**config.mk**
```make
export PLATFORM = sky130hd
export DESIGN_NAME = volume_offset_table_parser
export DESIGN_NICKNAME = d
export VERILOG_FILES = /design/src/rtl/vot_pkg.sv /design/src/rtl/vot_csr.sv /design/src/rtl/vot_walk.sv /design/src/rtl/vot_rsp_fifo.sv /design/src/rtl/volume_offset_table_parser.sv
export VERILOG_INCLUDE_DIRS = /design/src /design/src/rtl
export SDC_FILE = /design/constraint.sdc
export NUM_CORES = 1
export LEC_CHECK = 0
export BUFFER_PORTS_ARGS = -buffer_cell sky130_fd_sc_hd__clkbuf_2
export CORE_ASPECT_RATIO = 0.75
export CORE_MARGIN = 2
export CORE_UTILIZATION = 25
export CTS_CLUSTER_DIAMETER = 100
export CTS_CLUSTER_SIZE = 25
export DETAILED_ROUTE_END_ITERATION = 6
export PLACE_DENSITY = 0.39
export SLEW_MARGIN = 25
export SYNTH_ARGS = -nofsm -noshare
export SYNTH_HDL_FRONTEND = slang
export SYNTH_SLANG_ARGS = --single-unit
export TNS_END_PERCENT = 50
```
**constraint.sdc**
```tcl
create_clock -name clock -period 7.65 [get_ports clock]
set_input_delay 1.1475 -clock clock [delete_from_list [all_inputs] [get_ports clock]]
set_output_delay 1.1475 -clock clock [all_outputs]
set_load 0.01 [all_outputs]
```
**src/rtl/volume_offset_table_parser_defines.svh**
```systemverilog
// Assertion macros shared by the offset table parser modules.
`ifndef VOLUME_OFFSET_TABLE_PARSER_DEFINES_SVH
`define VOLUME_OFFSET_TABLE_PARSER_DEFINES_SVH

// Property that must hold at every clock edge outside reset.
`define VOT_ASSERT(label, prop, msg) \
   label: assert property (@(posedge clock) disable iff (reset) (prop)) else $error(msg);

// Implication checked at every clock edge outside reset.
`define VOT_ASSERT_IMPL(label, cond, prop, msg) \
   label: assert property (@(posedge clock) disable iff (reset) (cond) |-> (prop)) \
      else $error(msg);

`endif

```
**src/rtl/vot_pkg.sv**
```systemverilog
// Types and constants of the volume offset table parser.
package vot_pkg;

   // Result kinds.
   localparam logic [1:0] KIND_MEMBER = 2'd0;
   localparam logic [1:0] KIND_ACCEPT = 2'd1;
   localparam logic [1:0] KIND_REJECT = 2'd2;

   // Member types taken from the head magic.
   localparam logic [1:0] TYPE_BINARY   = 2'd0;
   localparam logic [1:0] TYPE_GRAPHICS = 2'd1;
   localparam logic [1:0] TYPE_VOICE    = 2'd2;

   localparam logic [31:0] MAGIC_VOICE    = 32'h6165_7243;
   localparam logic [31:0] MAGIC_GRAPHICS = 32'h1d48_5047;
   localparam logic [31:0] MIN_TABLE_BYTES = 32'd8;
   localparam logic [31:0] MIN_FILE_BYTES  = 32'd16;

   // Register index of file_size in the configuration space.
   localparam logic REG_FILE_SIZE = 1'b0;

   // Result queue depth.
   localparam int RSP_DEPTH = 4;
   localparam int RSP_PTR_W = 2;
   localparam int RSP_CNT_W = 3;

   typedef enum logic [1:0] {
      PHASE_SIZE,
      PHASE_TABLE
   } phase_type;

   typedef struct packed {
      logic [31:0] table_word;
      logic [31:0] head_word;
      logic [2:0]  head_bytes;
   } req_type;

   typedef struct packed {
      logic [1:0]  kind;
      logic [14:0] member_number;
      logic [13:0] table_index;
      logic [31:0] member_offset;
      logic [31:0] member_size;
      logic [1:0]  member_type;
      logic        last_result;
   } rsp_type;

   // Up to two results produced by one table word, first in order first.
   typedef struct packed {
      logic [1:0] count;
      rsp_type    first;
      rsp_type    second;
   } push_type;

endpackage

```
**src/rtl/vot_csr.sv**
```systemverilog
// APB-style register file holding the volume size.
module vot_csr (
   input  logic        clock,
   input  logic        reset,
   input  logic        psel,
   input  logic        penable,
   input  logic        pwrite,
   input  logic [2:0]  paddr,
   input  logic [31:0] pwdata,
   output logic [31:0] prdata,
   output logic        pready,
   output logic [31:0] file_size
);
   import vot_pkg::*;

   logic [31:0] file_size_ff;
   logic [31:0] file_size_in;
   logic        wr_hit;

   // A write lands in the access phase of a transfer to the size register.
   assign wr_hit = psel && penable && pwrite && (paddr[2] == REG_FILE_SIZE);

   always_comb begin
      file_size_in = file_size_ff;
      if (wr_hit) begin
         file_size_in = pwdata;
      end
   end

   always_ff @(posedge clock) begin
      if (reset) begin
         file_size_ff <= '0;
      end else begin
         file_size_ff <= file_size_in;
      end
   end

   // Reads of unmapped addresses return zero.
   assign prdata    = (paddr[2] == REG_FILE_SIZE) ? file_size_ff : 32'd0;
   assign pready    = 1'b1;
   assign file_size = file_size_ff;

endmodule

```
**src/rtl/vot_walk.sv**
```systemverilog
// Input word register, table state and the per-word checks.
`include "volume_offset_table_parser_defines.svh"

module vot_walk #(
   parameter int MAX_TABLE_BYTES = 65536
) (
   input  logic             clock,
   input  logic             reset,
   input  logic             req_valid,
   output logic             req_ready,
   input  vot_pkg::req_type req_data,
   input  logic [31:0]      file_size,
   input  logic             room,
   output vot_pkg::push_type push
);
   import vot_pkg::*;

   localparam int WORDS_MAX = MAX_TABLE_BYTES / 4;
   localparam int CNT_W     = $clog2(WORDS_MAX + 1);
   localparam int TB_W      = $clog2(MAX_TABLE_BYTES + 1);

   // Input word register.
   logic    in_valid_ff, in_valid_in;
   req_type in_ff, in_in;
   logic    take;

   // Table state.
   phase_type          phase_ff, phase_in;
   logic [CNT_W-1:0]   words_expected_ff, words_expected_in;
   logic [CNT_W-1:0]   word_index_ff, word_index_in;
   logic [TB_W-1:0]    table_bytes_ff, table_bytes_in;
   logic [31:0]        prev_entry_ff, prev_entry_in;
   logic [31:0]        prev_head_ff, prev_head_in;
   logic [2:0]         prev_bytes_ff, prev_bytes_in;
   logic [CNT_W-1:0]   member_count_ff, member_count_in;
   logic               sentinel_ff, sentinel_in;
   logic               failed_ff, failed_in;
   logic               stopped_ff, stopped_in;

   // Per-word working values.
   logic [31:0]      w, f, prev, size, room_left, idx_wide, cnt_wide;
   logic             size_bad, member_bad, emit_member, emit_verdict, accept;
   logic [CNT_W-1:0] idx_next;
   rsp_type          r_member, r_verdict;

   function automatic logic [1:0] head_type(input logic [31:0] word,
                                            input logic [2:0] avail,
                                            input logic [31:0] msize);
      logic [1:0] t;
      t = TYPE_BINARY;
      if (avail >= 3'd4 && msize >= 32'd4) begin
         if (word == MAGIC_GRAPHICS) begin
            t = TYPE_GRAPHICS;
         end else if (word == MAGIC_VOICE) begin
            t = TYPE_VOICE;
         end
      end
      return t;
   endfunction

   // A held word is worked off when the queue has room for two results.
   assign take      = in_valid_ff && room;
   assign req_ready = !in_valid_ff || take;

   always_comb begin
      in_valid_in = in_valid_ff;
      in_in       = in_ff;
      if (req_valid && req_ready) begin
         in_valid_in = 1'b1;
         in_in       = req_data;
      end else if (take) begin
         in_valid_in = 1'b0;
      end
   end

   // Shared values for both phases.
   assign w         = in_ff.table_word;
   assign f         = file_size;
   assign prev      = prev_entry_ff;
   assign size      = w - prev;
   assign room_left = f - prev;
   assign idx_next  = word_index_ff + 1'b1;
   assign idx_wide  = 32'(word_index_ff) - 32'd1;

   // Size word checks.
   assign size_bad = (f < MIN_FILE_BYTES) || (w < MIN_TABLE_BYTES) ||
                     (w > 32'(MAX_TABLE_BYTES)) || (w[1:0] != 2'b00) || (w > f);

   // A member whose bounds fall outside the data area fails the table.
   assign member_bad = (w < prev) || (prev < 32'(table_bytes_ff)) || (f < prev) ||
                       (size > room_left);

   // Next state and results.
   always_comb begin
      phase_in          = phase_ff;
      words_expected_in = words_expected_ff;
      word_index_in     = word_index_ff;
      table_bytes_in    = table_bytes_ff;
      prev_entry_in     = prev_entry_ff;
      prev_head_in      = prev_head_ff;
      prev_bytes_in     = prev_bytes_ff;
      member_count_in   = member_count_ff;
      sentinel_in       = sentinel_ff;
      failed_in         = failed_ff;
      stopped_in        = stopped_ff;
      emit_member       = 1'b0;
      emit_verdict      = 1'b0;
      accept            = 1'b0;

      if (take) begin
         case (phase_ff)
            PHASE_SIZE: begin
               if (size_bad) begin
                  emit_verdict = 1'b1;
               end else begin
                  phase_in          = PHASE_TABLE;
                  table_bytes_in    = w[TB_W-1:0];
                  words_expected_in = w[CNT_W+1:2];
                  word_index_in     = CNT_W'(1);
                  prev_entry_in     = w;
                  prev_head_in      = in_ff.head_word;
                  prev_bytes_in     = in_ff.head_bytes;
               end
            end
            PHASE_TABLE: begin
               // Ordering and sentinel checks.
               if (!sentinel_ff) begin
                  if (prev == f && w == 32'd0) begin
                     sentinel_in = 1'b1;
                  end else if (prev[31] || prev > f || w < prev) begin
                     failed_in = 1'b1;
                  end
               end else if (w != 32'd0) begin
                  failed_in = 1'b1;
               end

               // Member walk; a repeated offset is an empty member.
               if (!stopped_ff) begin
                  if (w == 32'd0) begin
                     stopped_in = 1'b1;
                  end else if (w != prev) begin
                     if (member_bad) begin
                        failed_in = 1'b1;
                     end else if (!failed_in) begin
                        member_count_in = member_count_ff + 1'b1;
                        emit_member     = 1'b1;
                     end
                  end
               end

               prev_entry_in = w;
               prev_head_in  = in_ff.head_word;
               prev_bytes_in = in_ff.head_bytes;
               word_index_in = idx_next;

               // The last word closes the table with a verdict.
               if (idx_next >= words_expected_ff) begin
                  if (!sentinel_in && w != f) begin
                     failed_in = 1'b1;
                  end
                  accept       = !failed_in && (member_count_in != '0);
                  emit_verdict = 1'b1;
               end
            end
            default: begin
               emit_verdict = 1'b1;
            end
         endcase

         // Any verdict starts over with a fresh table.
         if (emit_verdict) begin
            phase_in          = PHASE_SIZE;
            words_expected_in = '0;
            word_index_in     = '0;
            table_bytes_in    = '0;
            prev_entry_in     = '0;
            prev_head_in      = '0;
            prev_bytes_in     = '0;
            member_count_in   = '0;
            sentinel_in       = 1'b0;
            failed_in         = 1'b0;
            stopped_in        = 1'b0;
         end
      end
   end

   // Result words.
   assign cnt_wide = (phase_ff == PHASE_TABLE) ?
                     32'(member_count_ff) + (emit_member ? 32'd1 : 32'd0) : 32'd0;

   always_comb begin
      r_member.kind          = KIND_MEMBER;
      r_member.member_number = cnt_wide[14:0];
      r_member.table_index   = idx_wide[13:0];
      r_member.member_offset = prev;
      r_member.member_size   = size;
      r_member.member_type   = head_type(prev_head_ff, prev_bytes_ff, size);
      r_member.last_result   = !emit_verdict;

      r_verdict.kind          = accept ? KIND_ACCEPT : KIND_REJECT;
      r_verdict.member_number = cnt_wide[14:0];
      r_verdict.table_index   = '0;
      r_verdict.member_offset = '0;
      r_verdict.member_size   = '0;
      r_verdict.member_type   = TYPE_BINARY;
      r_verdict.last_result   = 1'b1;

      push.first  = emit_member ? r_member : r_verdict;
      push.second = r_verdict;
      push.count  = {1'b0, emit_member} + {1'b0, emit_verdict};
   end

   always_ff @(posedge clock) begin
      if (reset) begin
         in_valid_ff       <= 1'b0;
         phase_ff          <= PHASE_SIZE;
         words_expected_ff <= '0;
         word_index_ff     <= '0;
         table_bytes_ff    <= '0;
         prev_entry_ff     <= '0;
         prev_head_ff      <= '0;
         prev_bytes_ff     <= '0;
         member_count_ff   <= '0;
         sentinel_ff       <= 1'b0;
         failed_ff         <= 1'b0;
         stopped_ff        <= 1'b0;
      end else begin
         in_valid_ff       <= in_valid_in;
         phase_ff          <= phase_in;
         words_expected_ff <= words_expected_in;
         word_index_ff     <= word_index_in;
         table_bytes_ff    <= table_bytes_in;
         prev_entry_ff     <= prev_entry_in;
         prev_head_ff      <= prev_head_in;
         prev_bytes_ff     <= prev_bytes_in;
         member_count_ff   <= member_count_in;
         sentinel_ff       <= sentinel_in;
         failed_ff         <= failed_in;
         stopped_ff        <= stopped_in;
      end
   end

   // The payload register needs no reset.
   always_ff @(posedge clock) begin
      in_ff <= in_in;
   end

   `VOT_ASSERT_IMPL(a_push_needs_room, push.count != 2'd0, room,
                    "result pushed while queue had no room")
   `VOT_ASSERT_IMPL(a_pair_order, push.count == 2'd2,
                    push.first.kind == KIND_MEMBER && push.second.last_result &&
                    !push.first.last_result, "two results not member then verdict")
   `VOT_ASSERT_IMPL(a_table_index_bounded, phase_ff == PHASE_TABLE,
                    word_index_ff != '0 && word_index_ff < words_expected_ff,
                    "word index outside table")

endmodule

```
**src/rtl/vot_rsp_fifo.sv**
```systemverilog
// Small result queue taking up to two words per cycle and giving one.
`include "volume_offset_table_parser_defines.svh"

module vot_rsp_fifo (
   input  logic              clock,
   input  logic              reset,
   input  vot_pkg::push_type push,
   output logic              room,
   output logic              rsp_valid,
   input  logic              rsp_ready,
   output vot_pkg::rsp_type  rsp_data
);
   import vot_pkg::*;

   rsp_type              mem [RSP_DEPTH];
   logic [RSP_PTR_W-1:0] wr_ptr_ff, wr_ptr_in;
   logic [RSP_PTR_W-1:0] rd_ptr_ff, rd_ptr_in;
   logic [RSP_CNT_W-1:0] count_ff, count_in;
   logic                 pop;

   assign pop       = rsp_valid && rsp_ready;
   assign rsp_valid = (count_ff != '0);
   assign rsp_data  = mem[rd_ptr_ff];

   // Room for a worst-case pair, regardless of a pop this cycle.
   assign room = (count_ff <= RSP_CNT_W'(RSP_DEPTH - 2));

   // Pointer and fill count update.
   always_comb begin
      wr_ptr_in = wr_ptr_ff + RSP_PTR_W'(push.count);
      rd_ptr_in = rd_ptr_ff + (pop ? RSP_PTR_W'(1) : RSP_PTR_W'(0));
      count_in  = count_ff + RSP_CNT_W'(push.count) - (pop ? RSP_CNT_W'(1) : RSP_CNT_W'(0));
   end

   always_ff @(posedge clock) begin
      if (reset) begin
         wr_ptr_ff <= '0;
         rd_ptr_ff <= '0;
         count_ff  <= '0;
      end else begin
         wr_ptr_ff <= wr_ptr_in;
         rd_ptr_ff <= rd_ptr_in;
         count_ff  <= count_in;
      end
   end

   // Storage writes; the second word goes to the following slot.
   always_ff @(posedge clock) begin
      if (push.count != 2'd0) begin
         mem[wr_ptr_ff] <= push.first;
      end
      if (push.count == 2'd2) begin
         mem[wr_ptr_ff + RSP_PTR_W'(1)] <= push.second;
      end
   end

   `VOT_ASSERT(a_count_bounded, count_ff <= RSP_CNT_W'(RSP_DEPTH),
               "result queue count above depth")
   `VOT_ASSERT_IMPL(a_no_overflow, push.count != 2'd0,
                    32'(count_ff) + 32'(push.count) <= 32'(RSP_DEPTH) + (pop ? 32'd1 : 32'd0),
                    "result queue overflow")

endmodule

```
**src/rtl/volume_offset_table_parser.sv**
```systemverilog
// Top level of the volume offset table parser.
//
// Table words enter on the req_ channel (valid/ready); each word carries the
// table entry and the first head bytes at that offset. The first word of a
// table is its byte size; the following words are the entries.
// Results leave on the rsp_ channel: a member word for each non-empty member
// and one accept or reject word after the last entry (or at once for a bad
// size word). last_result marks the final word caused by one input word.
// Member words mean something only if the verdict that follows is accept.
// file_size is set through the APB-style port at byte address 0.
// Latency: a result word passes the input word register and then the result
// queue. Throughput: one input word per cycle while the queue has room; a word
// with both a member and a verdict puts two words on the output channel, the bound then.
// Words are held in a four-entry result queue; when the receiver stalls the
// queue fills and req_ready drops once fewer than two entries are free.
// Reset (synchronous) clears file_size, empties the queue and waits for a
// size word.
module volume_offset_table_parser #(
   parameter int MAX_TABLE_BYTES = 65536
) (
   input  logic             clock,
   input  logic             reset,
   input  logic             req_valid,
   output logic             req_ready,
   input  vot_pkg::req_type req_data,
   output logic             rsp_valid,
   input  logic             rsp_ready,
   output vot_pkg::rsp_type rsp_data,
   input  logic             psel,
   input  logic             penable,
   input  logic             pwrite,
   input  logic [2:0]       paddr,
   input  logic [31:0]      pwdata,
   output logic [31:0]      prdata,
   output logic             pready
);
   import vot_pkg::*;

   logic [31:0] file_size;
   logic        room;
   push_type    push;

   // Configuration register.
   vot_csr u_csr (
      .clock     (clock),
      .reset     (reset),
      .psel      (psel),
      .penable   (penable),
      .pwrite    (pwrite),
      .paddr     (paddr),
      .pwdata    (pwdata),
      .prdata    (prdata),
      .pready    (pready),
      .file_size (file_size)
   );

   // Table checks and member extraction.
   vot_walk #(
      .MAX_TABLE_BYTES (MAX_TABLE_BYTES)
   ) u_walk (
      .clock     (clock),
      .reset     (reset),
      .req_valid (req_valid),
      .req_ready (req_ready),
      .req_data  (req_data),
      .file_size (file_size),
      .room      (room),
      .push      (push)
   );

   // Result queue.
   vot_rsp_fifo u_fifo (
      .clock     (clock),
      .reset     (reset),
      .push      (push),
      .room      (room),
      .rsp_valid (rsp_valid),
      .rsp_ready (rsp_ready),
      .rsp_data  (rsp_data)
   );

endmodule
```
Word-level counts from Yosys, hierarchy flattened
Memory sizes are Yosys's and may differ from the RTL's. A register that Yosys moved wholly into a read port is not among the register bits.
Cells that the tools add are included.
{"block": "word_totals", "latch_bits": 0, "in_bits": 109, "mem_bits_rw": 392, "mem_bits_ro": 0, "output_inout_bits": 133, "n_memories": 1, "register_bits": 241, "elab_cells": 182}
{"block": "classes", "n_eq_ne": 9, "n_addsub": 12, "shifts": 0, "n_reduce_logical": 38, "n_lt_le_gt_ge": 13, "n_mul": 0, "n_div": 0, "bitwise_logic": 1, "n_mux": 89}
{"memory": "u_fifo.mem", "words": 4, "width": 98, "read_ports": 1, "rd_clocked_by_memory_dff": 1, "wr": 2, "line": "vot_rsp_fifo.sv:15", "text": "rsp_type mem [RSP_DEPTH];"}
{"cell": "$mux W15", "n": 15}
{"cell": "$mux W32", "n": 5}
{"cell": "$pmux W32 S2", "n": 2}
{"cell": "$mux W98", "n": 1}
{"cell": "$gt A32 B32 Y1", "n": 3}
{"cell": "$lt A32 B32 Y1", "n": 2}
{"cell": "$ne A32 B32 Y1", "n": 2}
{"cell": "$sub A32 B32 Y32", "n": 2}
{"cell": "$mux W17", "n": 3}
{"cell": "$mux W1", "n": 50}
{"cell": "$eq A32 B29 Y1 const B", "n": 1}
{"cell": "$eq A32 B31 Y1 const B", "n": 1}
{"cell": "$eq A32 B32 Y1", "n": 1}
{"cell": "$ge A32 B3 Y1 const B", "n": 1}
{"cell": "$gt A32 B17 Y1 const B", "n": 1}
{"cell": "$logic_not A32 Y1", "n": 1}
{"cell": "$lt A32 B17 Y1", "n": 1}
{"cell": "$lt A32 B4 Y1 const B", "n": 1}
{"cell": "$lt A32 B5 Y1 const B", "n": 1}
{"cell": "$reduce_bool A32 Y1", "n": 1}
{"cell": "$add A15 B1 Y15 const B", "n": 2}
{"cell": "$pmux W15 S2", "n": 1}
{"cell": "$mux W2", "n": 8}
{"cell": "$add A15 B15 Y15", "n": 1}
{"cell": "other kinds (26)", "n": 55}

Logic depth before layout (Yosys ltp)
Gate-level depths: netlist of the first run.
{"block": "depth", "word_depth": 23, "depth_mapped": 36}

Hierarchy
Synthesis of the first run repeated with hierarchy kept, for this count alone.
{"block": "unflattened", "cells_unflattened": 3033, "hier_area_um2": 35670.5}
{"mod": "vot_rsp_fifo", "instances": 1, "cells_per_inst": 994, "seq_area_each_um2": 11911.4, "area_per_inst_um2": 19194.7}
{"mod": "vot_walk", "instances": 1, "cells_per_inst": 1862, "seq_area_each_um2": 4294.1, "area_per_inst_um2": 14779.2}
{"mod": "vot_csr", "instances": 1, "cells_per_inst": 177, "seq_area_each_um2": 640.6, "area_per_inst_um2": 1696.6}

Worst setup path after synthesis of the first run
Ideal clock, no wire load.
{"block": "synth_path", "path_type": "flip-flop to flip-flop", "start": "register u_walk.prev_entry_ff[5], in the netlist u_walk.prev[5]", "end": "memory u_fifo.mem[0][81] in the netlist's numbering, enable pin", "setup_slack_ns": 0.328, "t_arrival_ns": 6.950, "path_stages_with_launch": 32, "cell_sequence": "dfxtp_1 -> inv_1 -> ha_1 -> a21o_1 -> a22o_1 -> o21a_1 -> or3_1 -> a311oi_1 -> nor2b_1 -> o21a_1 -> o21ai_0 -> a211oi_1 -> o31ai_1 -> a311oi_1 -> ha_1 -> nand4_1 -> nor4_1 -> and2_1 -> nand2_1 -> nor4_1 -> mux2i_1 -> o21a_1 -> a211oi_1 -> and3_1 -> buf_4 -> inv_2 -> ha_1 -> or3_1 -> and2_1 -> clkbuf_1 -> clkbuf_1 -> inv_1"}
{"item": "start, declared", "line": "vot_walk.sv:32", "text": "logic [31:0] prev_entry_ff, prev_entry_in;"}
{"item": "start signal, assigned", "line": "vot_walk.sv:233", "text": "prev_entry_ff <= prev_entry_in;"}
{"item": "end, declared", "line": "vot_rsp_fifo.sv:15"}

==> summary.txt, run 1 <==
Cells and area
  • Fin util: 29.6%
  • Post-route cell area: 0.0349 mm²
  • Fin nets: 3590
  • Filler Cells Inserted: 12500
  • Non-filler cells, final: 4887
  • Area occupied by multi-input gates: 0.0152 mm²
  • Share of layout cells above drive strength 1: 17.6%
  • FF/Latch Area: 0.0136 mm²
  • Synth-to-Final Area Change: 17.0%

Global routing
  • Gr usage total: 17.8%
  • Antenna violations before repair: 12
  • Grt total ovfl: 0
  • GR Util met3: 2.86%
  • Vias in the first global route: 23500
  • GR met2 Demand/Resource: 24.8%
  • GRT busiest layer: met1
  • Routing usage on met1: 28.4%
  • First-pass GRT wire length: 163000 µm
  • Pin count of the biggest net entering global routing: 86

STA
  • Setup TNS: 0 ns
  • Max Freq: 0.137 GHz
  • Crit share post-route: 95.1%
  • RSZ-0062 raised after global routing: false
  • Worst setup margin: 0.373 ns
  • Period minus WS final: 7.28 ns
  • Worst slew pin tran: 1.10 ns
  • Skew final: 0.0313 ns
  • Setup-failing EPs final: 0
  • Hold Vio Cnt, Final: 0
  • Rel. slew slack: 25.9%
  • Minimum hold slack: 0.452 ns
  • Fin. max-slew vios: 0

Logic synthesis
  • Post-Syn Nets: 3357
  • Post-synthesis cell type count: 84
  • Post-synth top cells: dfxtp_1, nand2_1, o21ai_0, a21oi_1, nor2_1
  • Mean Syn Cell Area: 9.71 µm²
  • Synth top area share: 32.2%
  • Top-count cell post-synth: dfxtp_1
  • Ys flop type: dfxtp_1
  • FF+latch count, synth: 613
  • Area leader, netlist: dfxtp_1
  • Post-synth EDFFs: 133
  • Syn Inst Count: 3075
  • Top post-synthesis cells by area: dfxtp_1, edfxtp_1, mux4_2
  • Ys Warns: 0
  • Cell area after synthesis: 0.0298 mm²
  • Post-synthesis sequential area ratio: 45.6%
  • Asr flop ratio synth: 0%

Outcome
  • Status: completed

Pwr
  • Lkg Pwr: 12.8 nW
  • Pwr Total: 7.21 mW
  • Worst vdd ir: 162 µV
  • Pwr dens: 206 mW/mm²

Worst hold path
  • Hold EP: u_fifo.mem[3][39]$_SDFFE_PP0P_
  • Min-delay worst type: flip-flop to flip-flop
  • Start point of the worst hold path: u_fifo.mem[3][39]$_SDFFE_PP0P_
  • Hold Crit Depth: 2

Clock tree
  • Longest Clk Path Bufs: 3
  • Clock sink total: 613
  • Clock transition at path regs: 0.11 ns
  • Depth of the CTS H-tree: 2
  • Worst skew pair latency: 0.62 ns
  • CTS tree: built
  • Total CTS buffers: 34
  • Root Driver: clkbuf_16

Worst setup path
  • Startpoint Class: flip-flop
  • CP max stage cell: dfxtp_1
  • R2R setup slack: 0.37 ns
  • CP peak stage delay: 0.64 ns
  • Worst path top cell family by delay: compound AO/OA/AOI/OAI gates
  • Reg2Reg Depth: 29
  • Critical path peak fanout: 7
  • Stages on worst setup path: 29
  • Worst R2R End: u_fifo.mem[1][96]$_DFFE_PP_
  • Worst Path Buf+Inv: 2
  • Worst EP required: 7.98 ns
  • Reg-to-reg startpoint: u_walk.prev[0]$_SDFFE_PP0P_
  • Most common cell on crit path: a21oi_1
  • Arr. time, crit path: 7.60 ns
  • Element type at the critical path end: flip-flop
  • Crit path kind: flip-flop to flip-flop

Route
  • DR iter-0 viols: 1909
  • Antenna Nets Post-Route: 0
  • Drt wl/cell: 22.8 µm
  • First-pass detailed-route iteration total: 5
  • Total Wirelength: 111000 µm
  • Via count: 24100
  • DRC: 0
  • Via/cell ratio: 4.94

Floorplan
  • Die area: 0.122 mm²
  • Initial Util: 25.3%
  • Core area: 0.118 mm²
  • Chip height: 303 µm
  • Io pins: 242
  • FP Rows: 109
  • Die X-Extent: 403 µm

Placed design
  • Inst Count DP: 4825
  • I/O Buffers: 236
  • Placer Congestion: 0.872
  • Post-DP Area: 0.0338 mm²
  • Pre-CTS setup slack: 0.0986 ns
  • Detail Placement HPWL: 81900 µm

Job
  • Max-Cap Viols: 0
repair_timing:
| action | in CTS | in global routing |
|---|---|---|
| hold buffers | 0 | 0 |
| setup buffers | 0 | 1 |
| endpoints found under the setup margin | 0 | 460 |
| resized for setup | 0 | 11 |
worst register-to-register path, delay by kind of cell (launching register included):
kind                       cells  cell delay [ns]
xor gates and xnor gates       1             0.11
AOI/OAI and AO/OA             12             2.90
and+or+nand+nor               10             2.06
DFF                            1             0.64
adders and majority gates      3             0.79
muxes                          1             0.15
buffers and inverters          2             0.34
cells in the final DEF, fill, tap and decap left out, types with 6 or more instances in the layout:
cell and n:
a211o_1 6, a211oi_1 13, a21o_1 45, a21oi_1 228, a22o_1 126, a22oi_1 6
and2_1 14, and3_1 26, buf_12 26, buf_4 128, clkbuf_1 7, clkbuf_16 34
clkbuf_2 235, dfxtp_1 478, edfxtp_1 133, ha_1 169, inv_1 114, mux4_2 98
nand2_1 422, nand2b_1 14, nand3_1 42, nand3b_1 95, nand4_1 37, nand4b_1 6
nor2_1 181, nor2_2 7, nor2b_1 28, nor3_1 39, nor4_1 35, o21a_1 22
o21ai_0 252, o21ai_1 8, o21bai_1 8, or3_1 13, or4_1 10, xnor2_1 50
xor2_1 43
logic make-up (layout without fill, tap and decap cells):
family                   count (synthesis)  count (layout)  synth area share [%]
AO/OA/AOI/OAI                          781             781                  16.5
buffers and inverters                  307             560                  4.00
other                                    1               6                0.0126
AND/OR/NAND/NOR                       1003            1003                  16.3
adder cells (fa/ha/maj)                173             173                  7.33
flip-flops                             613             613                  45.6
XOR/XNOR                                98              98                  2.88
multiplexers                            99              99                  7.43
where the power goes:
group	total, mW	internal [mW]	leakage [nW]	switching (mW)
Combinational	1.47	0.588	7.19	0.882
Sequential	3.56	3.40	5.07	0.159
Clock	2.18	0.936	0.529	1.25
flip-flops by register name, indices dropped and copies added (netlist names):
signal	count
u_fifo.mem	392
u_walk.in_ff	33
u_csr.file_size	32
u_walk.prev	32
u_walk.prev_head_ff	32
u_walk.w	32
u_walk.table_bytes_ff	17
u_walk.member_count_ff	15
u_walk.word_index_ff	15
u_fifo.count_ff	3
u_fifo.rd_ptr_ff	2
u_fifo.wr_ptr_ff	2
u_walk.failed_ff	1
u_walk.in_valid_ff	1
u_walk.phase_ff	1
u_walk.prev_bytes_ff	1
u_walk.sentinel_ff	1
u_walk.stopped_ff	1
area by class of cell:
cell class | count | area share, %
Tap cell | 1554 | 5.57
Timing Repair Buffer | 389 | 7.61
Antenna cell | 5 | 0.0358
Inverter | 115 | 1.24
Clock inverter | 15 | 0.616
Clock buffer | 41 | 2.51
Multi-Input combinational cell | 2155 | 43.5
Sequential cell | 613 | 39.0
layer usage:
layer  up-vias  share of wire, %
met3        89               5.7
met1     11900                53
met4        10               1.6
met5         -             0.058
li1      11600                 -
met2       554                39
worst max-delay path by stage:
| stage | from | end | slack [ns] |
|---|---|---|---|
| after floorplan | u_walk.prev[5]$_SDFFE_PP0P_ | u_fifo.mem[0][81]$_DFFE_PP_ | 0.33 |
| after global placement | u_walk.prev[7]$_SDFFE_PP0P_ | u_fifo.mem[3][88]$_DFFE_PP_ | 0.10 |
| after detailed placement | u_walk.prev[7]$_SDFFE_PP0P_ | u_fifo.mem[1][88]$_DFFE_PP_ | 0.1 |
| after CTS | u_walk.prev[7]$_SDFFE_PP0P_ | u_fifo.mem[2][88]$_DFFE_PP_ | 0.05 |
| after global routing | u_walk.prev[0]$_SDFFE_PP0P_ | u_fifo.mem[1][51]$_SDFFE_PP0P_ | 0.03 |
| final | u_walk.prev[0]$_SDFFE_PP0P_ | u_fifo.mem[1][96]$_DFFE_PP_ | 0.37 |
Power figures use the tool's default switching activity.
==> run 2, diff against run 1 <==
--- a/config.mk
+++ b/config.mk
@@ -6,9 +6,9 @@
 export SDC_FILE = /design/constraint.sdc
 export NUM_CORES = 1
 export LEC_CHECK = 0
-export BUFFER_PORTS_ARGS = -buffer_cell sky130_fd_sc_hd__clkbuf_2
+export BUFFER_PORTS_ARGS = -buffer_cell sky130_fd_sc_hd__buf_2
 export CORE_ASPECT_RATIO = 0.75
-export CORE_MARGIN = 2
+export CORE_MARGIN = 8
 export CORE_UTILIZATION = 25
 export CTS_CLUSTER_DIAMETER = 100
 export CTS_CLUSTER_SIZE = 25
==> constraint.sdc (replaced) <==
create_clock -name clock -period 7.65 [get_ports clock]
set_input_delay 0.3825 -clock clock [delete_from_list [all_inputs] [get_ports clock]]
set_output_delay 0.3825 -clock clock [all_outputs]
set_load 0.01 [all_outputs]
==> summary.txt, run 2 (same netlist as run 1, synthesis figures left out) <==
Floorplan
  • Chip height: 315 µm
  • Io pins: 242
  • Core area: 0.118 mm²
  • Initial Util: 25.3%
  • FP Rows: 109
  • Die area: 0.131 mm²
  • Die X-Extent: 415 µm

Route
  • DRC: 0
  • First-pass detailed-route iteration total: 5
  • DR iter-0 viols: 1852
  • Via/cell ratio: 4.88
  • Total Wirelength: 114000 µm
  • Antenna Nets Post-Route: 0
  • Drt wl/cell: 23.0 µm
  • Via count: 24200

Worst setup path
  • Element type at the critical path end: flip-flop
  • CP peak stage delay: 0.85 ns
  • CP max stage cell: xor2_1
  • Worst EP required: 8.04 ns
  • Startpoint Class: flip-flop
  • Crit path kind: flip-flop to flip-flop
  • Most common cell on crit path: buf_4
  • Worst path top cell family by delay: simple AND/OR/NAND/NOR gates
  • Arr. time, crit path: 7.64 ns
  • Worst Path Buf+Inv: 9
  • Stages on worst setup path: 27
  • Reg2Reg Depth: 27
  • Critical path peak fanout: 15

Job
  • Max-Cap Viols: 0

Placed design
  • Post-DP Area: 0.0336 mm²
  • I/O Buffers: 236
  • Placer Congestion: 0.866
  • Pre-CTS setup slack: 0.0535 ns
  • Detail Placement HPWL: 83400 µm

Clock tree
  • Clock transition at path regs: 0.11 ns
  • Depth of the CTS H-tree: 1
  • Clock sink total: 613
  • CTS tree: built
  • Longest Clk Path Bufs: 3
  • Worst skew pair latency: 0.69 ns
  • Total CTS buffers: 31
  • Root Driver: clkbuf_16

STA
  • Setup TNS: 0 ns
  • Setup-failing EPs final: 0
  • Crit share post-route: 94.7%
  • Worst setup margin: 0.406 ns
  • Fin. max-slew vios: 0
  • Hold Vio Cnt, Final: 0
  • Worst slew pin tran: 1.09 ns
  • Skew final: 0.0395 ns
  • Max Freq: 0.138 GHz
  • RSZ-0062 raised after global routing: false
  • Rel. slew slack: 26.6%
  • Period minus WS final: 7.24 ns

Worst hold path
  • Min-delay worst type: input port to flip-flop
  • Hold Crit Depth: 4

Cells and area
  • Synth-to-Final Area Change: 19.5%
  • Fin nets: 3671
  • Max FFs per register: 392
  • Share of layout cells above drive strength 1: 16.7%
  • Commonest non-fill, non-tap cell in the layout: dfxtp_1
  • Biggest regs: u_fifo.mem x392, u_walk.in_ff x33
  • Post-route cell area: 0.0357 mm²
  • Reg with most FFs: u_fifo.mem
  • Most frequent cells in the layout: dfxtp_1, nand2_1, o21ai_0, buf_2, a21oi_1
  • Fin util: 30.2%

Global routing
  • Grt total ovfl: 0
  • Gr usage total: 16.7%
  • First-pass GRT wire length: 167000 µm
  • Pin count of the biggest net entering global routing: 81
  • Vias in the first global route: 23800
  • Antenna violations before repair: 9

Pwr
  • Lkg Pwr: 13.1 nW
  • Pwr dens: 201 mW/mm²
  • Pwr Total: 7.16 mW
  • Worst vdd ir: 183 µV

Outcome
  • Status: completed
[run 2: final timing paths]
kind,slack (ns),from,endpoint
worst max register to register,0.41,u_walk.w[1]$_DFFE_PP_,u_fifo.mem[0][81]$_DFFE_PP_
worst max-delay path,0.41,u_walk.w[1]$_DFFE_PP_,u_fifo.mem[0][81]$_DFFE_PP_
worst min-delay path,0.33,rsp_ready,u_fifo.rd_ptr_ff[0]$_SDFF_PP0_
worst min register to register,0.46,u_fifo.mem[3][1]$_SDFFE_PP0P_,u_fifo.mem[3][1]$_SDFFE_PP0P_
[run 2: power breakdown]
part           leakage [nW]  internal [mW]  switching, mW
sequential             5.07           3.40          0.149
combinational          7.59          0.621          0.910
clock                 0.491          0.876           1.21
[run 2: worst register-to-register path, cell delays in order, from the launching register on]
cell       delay [ns]
edfxtp_1         0.59
buf_4            0.21
inv_1            0.12
fa_1             0.53
nor2b_1          0.21
o2111ai_1        0.17
and3_1           0.22
o31a_1           0.36
o21ai_0          0.25
xor2_1           0.86
ha_1             0.27
nand4_1          0.12
nor4_2           0.30
buf_4            0.16
and2_1           0.15
buf_4            0.13
o311a_1          0.16
mux2i_1          0.10
buf_4            0.21
a211oi_1         0.29
and3_1           0.23
buf_4            0.16
inv_2            0.04
ha_1             0.24
or3_1            0.35
and2_4           0.22
inv_1            0.14
buf_12           0.17
[run 2: cell type report]
class | instances | area [µm²]
well taps | 1554 | 1940
flip-flops and latches | 613 | 13600
clock inverters | 10 | 168
inverters | 115 | 432
multi-input cells | 2155 | 15200
diodes | 1 | 2.50
repair buffers | 473 | 3470
fillers | 12400 | 82400
clock buffers | 41 | 845
[run 2: metal layers]
layer / vias to the layer above / part of all wire, % / GRT usage, %
met5: - / 0 / 0
met4: 0 / 1.5 / 2.54
met3: 70 / 5.0 / 2.55
met2: 542 / 40 / 23.8
met1: 11900 / 53 / 26.4
li1: 11700 / - / -
[run 2: what timing repair did]
| item | CTS | global route |
|---|---|---|
| setup buffers | 0 | 2 |
| gates resized for setup | 1 | 10 |
| cloned | 0 | 0 |
| pin swaps | 0 | 2 |
| setup endpoints to repair | 16 | 460 |
| hold buffers | 98 | 0 |
| hold endpoints to repair | 98 | 0 |
[run 2: through the flow]
| step | instances | hold WS, ns |
|---|---|---|
| floorplan | 3075 | 0.420 |
| global placement | 4810 | 0.429 |
| detailed placement | 4810 | 0.437 |
| CTS | 4959 | 0.295 |
| global route | 4961 | 0.351 |
| finish | 4962 | 0.326 |
